### src/hw/rtl/chrt_pkg.sv
package chrt_pkg;

  localparam int unsigned BucketCount = 100;
  localparam int unsigned BucketDepthDefault = 8;
  localparam int unsigned KeyWidth = 40;
  localparam int unsigned PayloadWidth = 64;
  localparam int unsigned BucketIdxWidth = 7;

  typedef enum logic [1:0] {
    OpInsert = 2'd0,
    OpRemove = 2'd1,
    OpUpdate = 2'd2,
    OpFind   = 2'd3
  } op_e;

  typedef enum logic [1:0] {
    StOk      = 2'd0,
    StMissing = 2'd1,
    StFull    = 2'd2
  } status_e;

  typedef struct packed {
    logic [1:0]              operation;
    logic [KeyWidth-1:0]     lookup_key;
    logic [KeyWidth-1:0]     record_key;
    logic [PayloadWidth-1:0] record_payload;
  } in_item_t;

  typedef struct packed {
    logic [1:0]              status;
    logic [KeyWidth-1:0]     found_key;
    logic [PayloadWidth-1:0] found_payload;
  } out_item_t;

  // A classified command as it travels from the front end to the back end.
  typedef struct packed {
    op_e                       op;
    logic [BucketIdxWidth-1:0] bucket;
    logic [KeyWidth-1:0]       lookup_key;
    logic [KeyWidth-1:0]       record_key;
    logic [PayloadWidth-1:0]   record_payload;
  } cmd_t;

  // The lead digit times ten plus the tail digit is at most 165, so one
  // conditional subtract of the bucket count reduces it.
  function automatic logic [BucketIdxWidth-1:0] bucket_of(logic [KeyWidth-1:0] key);
    logic [7:0] sum;
    logic [7:0] red;
    sum = {1'b0, key[39:36], 3'b000} + {3'b000, key[39:36], 1'b0} + {4'h0, key[3:0]};
    red = (sum >= 8'(BucketCount)) ? sum - 8'(BucketCount) : sum;
    return red[BucketIdxWidth-1:0];
  endfunction

endpackage

### src/hw/rtl/chrt_front.sv
module chrt_front import chrt_pkg::*; (
  input  logic     clk_i,
  input  logic     rst_ni,
  input  logic     in_valid_i,
  output logic     in_stall_o,
  input  in_item_t in_item_i,
  output logic     cmd_valid_o,
  input  logic     cmd_stall_i,
  output cmd_t     cmd_o
);

  localparam int unsigned QDepth = 2;

  cmd_t       q_mem_q [QDepth];
  logic       wr_ptr_q, rd_ptr_q;
  logic [1:0] cnt_q;
  logic       push, pop;
  cmd_t       cmd_new;

  always_comb begin
    cmd_new.op             = op_e'(in_item_i.operation);
    cmd_new.bucket         = (in_item_i.operation == OpInsert) ?
                             bucket_of(in_item_i.record_key) :
                             bucket_of(in_item_i.lookup_key);
    cmd_new.lookup_key     = in_item_i.lookup_key;
    cmd_new.record_key     = in_item_i.record_key;
    cmd_new.record_payload = in_item_i.record_payload;
  end

  assign in_stall_o  = (cnt_q == 2'(QDepth));
  assign push        = in_valid_i && !in_stall_o;
  assign cmd_valid_o = (cnt_q != 2'd0);
  assign pop         = cmd_valid_o && !cmd_stall_i;
  assign cmd_o       = q_mem_q[rd_ptr_q];

  always_ff @(posedge clk_i) begin
    if (push) begin
      q_mem_q[wr_ptr_q] <= cmd_new;
    end
  end

  always_ff @(posedge clk_i or negedge rst_ni) begin
    if (!rst_ni) begin
      wr_ptr_q <= 1'b0;
      rd_ptr_q <= 1'b0;
      cnt_q    <= 2'd0;
    end else begin
      if (push) wr_ptr_q <= ~wr_ptr_q;
      if (pop) rd_ptr_q <= ~rd_ptr_q;
      cnt_q <= cnt_q + {1'b0, push} - {1'b0, pop};
    end
  end

endmodule

### config.mk
export PLATFORM = sky130hd
export DESIGN_NAME = chrt_front
export DESIGN_NICKNAME = d
export VERILOG_FILES = /design/src/hw/rtl/chrt_pkg.sv /design/src/hw/rtl/chrt_front.sv
export SDC_FILE = /design/constraint.sdc
export NUM_CORES = 1
export LEC_CHECK = 0
export ABC_AREA = 1
export BUFFER_PORTS_ARGS = -buffer_cell sky130_fd_sc_hd__buf_2
export CORE_UTILIZATION = 25
export DETAILED_ROUTE_END_ITERATION = 8
export PLACE_DENSITY = 0.45
export SLEW_MARGIN = 25
export SYNTH_ARGS = -nofsm -noshare
export SYNTH_HDL_FRONTEND = slang
export SYNTH_SLANG_ARGS = --single-unit
### constraint.sdc
create_clock -name clk_i -period 13.8 [get_ports clk_i]
set_input_delay 2.07 -clock clk_i [delete_from_list [all_inputs] [get_ports clk_i]]
set_output_delay 2.07 -clock clk_i [all_outputs]
set_load 0.03 [all_outputs]
==> metrics.md <==
| Metric | Value |
|---|---|
| Yosys cell types | `22` |
| Post-synth top area share | `74.9%` |
| Ys Warns | `0` |
| Worst Max-Slew Pin Slew | `0.924 ns` |
| FMAX | `184 MHz` |
| Longest Clk Path Bufs | `3` |
| Status | `finished clean` |
| Power Density | `235 nW/µm²` |
| Crit Path Class | `flop to output port` |
| Final worst path period share | `39.3%` |
| 1st-iter DRT viols | `354` |
| Routed Antenna Nets | `0` |
| P_sw | `1520 µW` |
| Pin count of the biggest net entering global routing | `125` |
| Antenna Diode Count | `0` |
| CP Data Required Time | `11.73 ns` |
| Period minus WS final | `5.43 ns` |
| Number of global-route vias before repair | `7999` |
| Die area | `49900 µm²` |
| GPL Wtd Cong | `0.734` |
| Main flop type after synthesis | `edfxtp_1` |
| Sequential fraction of design power | `36.6%` |
| I/O Pins | `305` |
| Final HPWL DP | `19700 µm` |
| Worst Skew | `0.0154 ns` |
| DR WL/cell | `15.8 µm` |
| Total power | `3690 µW` |
| Sequential share of the synthesized area | `75.8%` |
| CTS tree | `built` |
| Starting density of the core | `25.5%` |
| Combinational fraction of design power | `38.7%` |
| Clk slew on worst S/H paths | `0.06 ns` |
| Mapped Area | `12300 µm²` |
| Met2 Use GR | `20.0%` |
| Vias | `8117` |
| Flop and latch count out of synthesis | `310` |
| Syn Inst Count | `998` |
| Relative slew slack | `37.7%` |
| Synth top area cells | `edfxtp_1 75%, nand2_1 16%, ha_1 2.0%` |
| Total track usage | `12.1%` |
| Placed insts | `1893` |
| Grt total ovfl | `0` |
| Max IR drop VDD | `0.132 mV` |
| Clock power share | `24.6%` |
| # rows | `80` |
| Final setup TNS | `0 ns` |
| Pre-CTS setup slack | `8.80 ns` |
| RSZ-0062 raised after global routing | `no` |
| Die Wd | `223 µm` |
| Cts hold-fix bufs | `0` |
| EDFF count, synth | `306` |
| Ys async rst share | `1.29%` |
| Clock latency on the worst-skew pair | `0.54 ns` |
| Clk sinks | `310` |
| Grt met1 use | `15.0%` |
| # H-tree levels | `2` |
| Post-CTS setup buffer count | `0` |
| Startpoint types | `flop` |
| Chip Height | `223 µm` |
| Initial DRT Pass Iterations | `5` |
| Sw frac | `41.3%` |
| Count leader, synth | `nand2_1` |
| CP Max Fanout | `58` |
| Num CTS Buffers | `38` |
| Fillers | `4936` |
| Syn Area/Cell | `12.3 µm²` |
| Met3 global-route usage | `3.57%` |
| Internal power | `2160 µW` |
| Element type at the critical path end | `output port` |
| CP arrival | `3.36 ns` |
| Nets | `1492` |
| Antenna violations before repair | `3` |
| Port bufs | `304` |
| Share of layout cells above drive strength 1 | `27.7%` |
| Net Count, Synth | `1172` |
| Cell leakage power | `0.00677 µW` |
| Commonest cells post-synth | `523 x nand2_1, 306 x edfxtp_1, 41 x nand3_1` |
| Final setup vio count | `0` |
| CTS resizes | `0` |
| Cell taking the most area after synthesis | `edfxtp_1` |
| Final Slew Violations | `0` |
| Non-Filler Instances | `1957` |
| Post-route setup slack | `8.37 ns` |
| Min-Delay Path Class | `flop to flop` |
| Area Growth Syn to Fin | `27.8%` |
| Final Hold Viols | `0` |
| # DRC | `0` |
| Max-Cap Viols | `0` |
| GRT busiest layer | `met2` |
| DR vias/cell | `4.15` |
| First-pass GRT wire length | `46100 µm` |
| Core Region | `48000 µm²` |
| Routed WL | `30900 µm` |
| Root buffer cell | `clkbuf_16` |
## final cells by class
class | instances | area, µm² | area share [%]
sequential | 310 | 9290 | 59.3
multi-input combinational | 618 | 2720 | 17.3
timing repair buffer | 313 | 1620 | 10.4
clock buffer | 47 | 1010 | 6.42
tap | 615 | 769 | 4.91
inverter | 37 | 141 | 0.903
clock inverter | 17 | 119 | 0.759
## cells in the final DEF (no fill, tap or decap), drive strengths merged
| cell type | n |
|---|---|
| clkinv | 13 |
| clkinvlp | 1 |
| fa | 4 |
| edfxtp | 306 |
| bufinv | 1 |
| nand3b | 3 |
| clkbuf | 47 |
| ha | 20 |
| nand3 | 43 |
| xnor2 | 3 |
| o21ai | 3 |
| buf | 313 |
| xor2 | 4 |
| nor2 | 8 |
| dfrtp | 4 |
| inv | 39 |
| a21oi | 5 |
| nand2 | 525 |
## per-stage QoR
step	hold slack, ns	cell area (µm²)	utilization [%]
after CTS	0.566	15700	32.6
after floorplan	0.517	12300	-
final	0.565	15700	32.6
after global routing	0.585	15700	32.6
after detailed placement	0.544	14500	30.3
after global placement	0.537	14500	30.2
## final timing paths
| path | startpoint | endpoint | slack, ns | depth (start not counted) |
|---|---|---|---|---|
| worst max-delay path | rd_ptr_q | cmd_o[140] | 8.37 | 6 |
| worst min-delay path | cnt_q[0] | cnt_q[0] | 0.57 | 1 |
| worst max register to register | cnt_q[1] | q_mem_q[0][101] | 10.89 | 5 |
| worst min register to register | cnt_q[0] | cnt_q[0] | 0.57 | 1 |
| max in group asynchronous | rst_ni | rd_ptr_q | 12.32 | 1 |
| min in group asynchronous | rst_ni | wr_ptr_q | 1.33 | 1 |
## routing by layer
| metal | routed length, µm | part of all wire, % |
|---|---|---|
| met5 | 31 | 0.10 |
| met3 | 2140 | 6.9 |
| met4 | 679 | 2.2 |
| met1 | 13300 | 43 |
| met2 | 14700 | 48 |
## state kept, by name, indices dropped and copies added (netlist names)
| name | flops |
|---|---|
| cnt_q | 2 |
| q_mem_q | 306 |
| rd_ptr_q | 1 |
| wr_ptr_q | 1 |
## critical path, cell delays in order, from the launching register on
cell and delay, ns:
dfrtp_4 0.61, inv_4 0.44, buf_4 0.65, buf_4 0.62
nand2_1 0.11, nand2_1 0.12, buf_2 0.21
## power by group through the flow
stage	Clock (µW)	Sequential, µW	Combinational [µW]
after floorplan	0	1400	983
after global placement	0	1370	1450
after detailed placement	0	1370	1460
after CTS	949	1350	1460
after global routing	985	1370	1550
final	909	1350	1430
## cells by family after synthesis
kind of cell | Yosys count | synth area share (%)
adder cells (fa/ha/maj) | 24 | 2.69
AND/OR/NAND/NOR | 579 | 18.4
XOR/XNOR | 7 | 0.561
buffers and inverters | 70 | 2.21
AO/OA/AOI/OAI | 8 | 0.326
flip-flops | 310 | 75.8
Power figures use the tool's default switching activity.
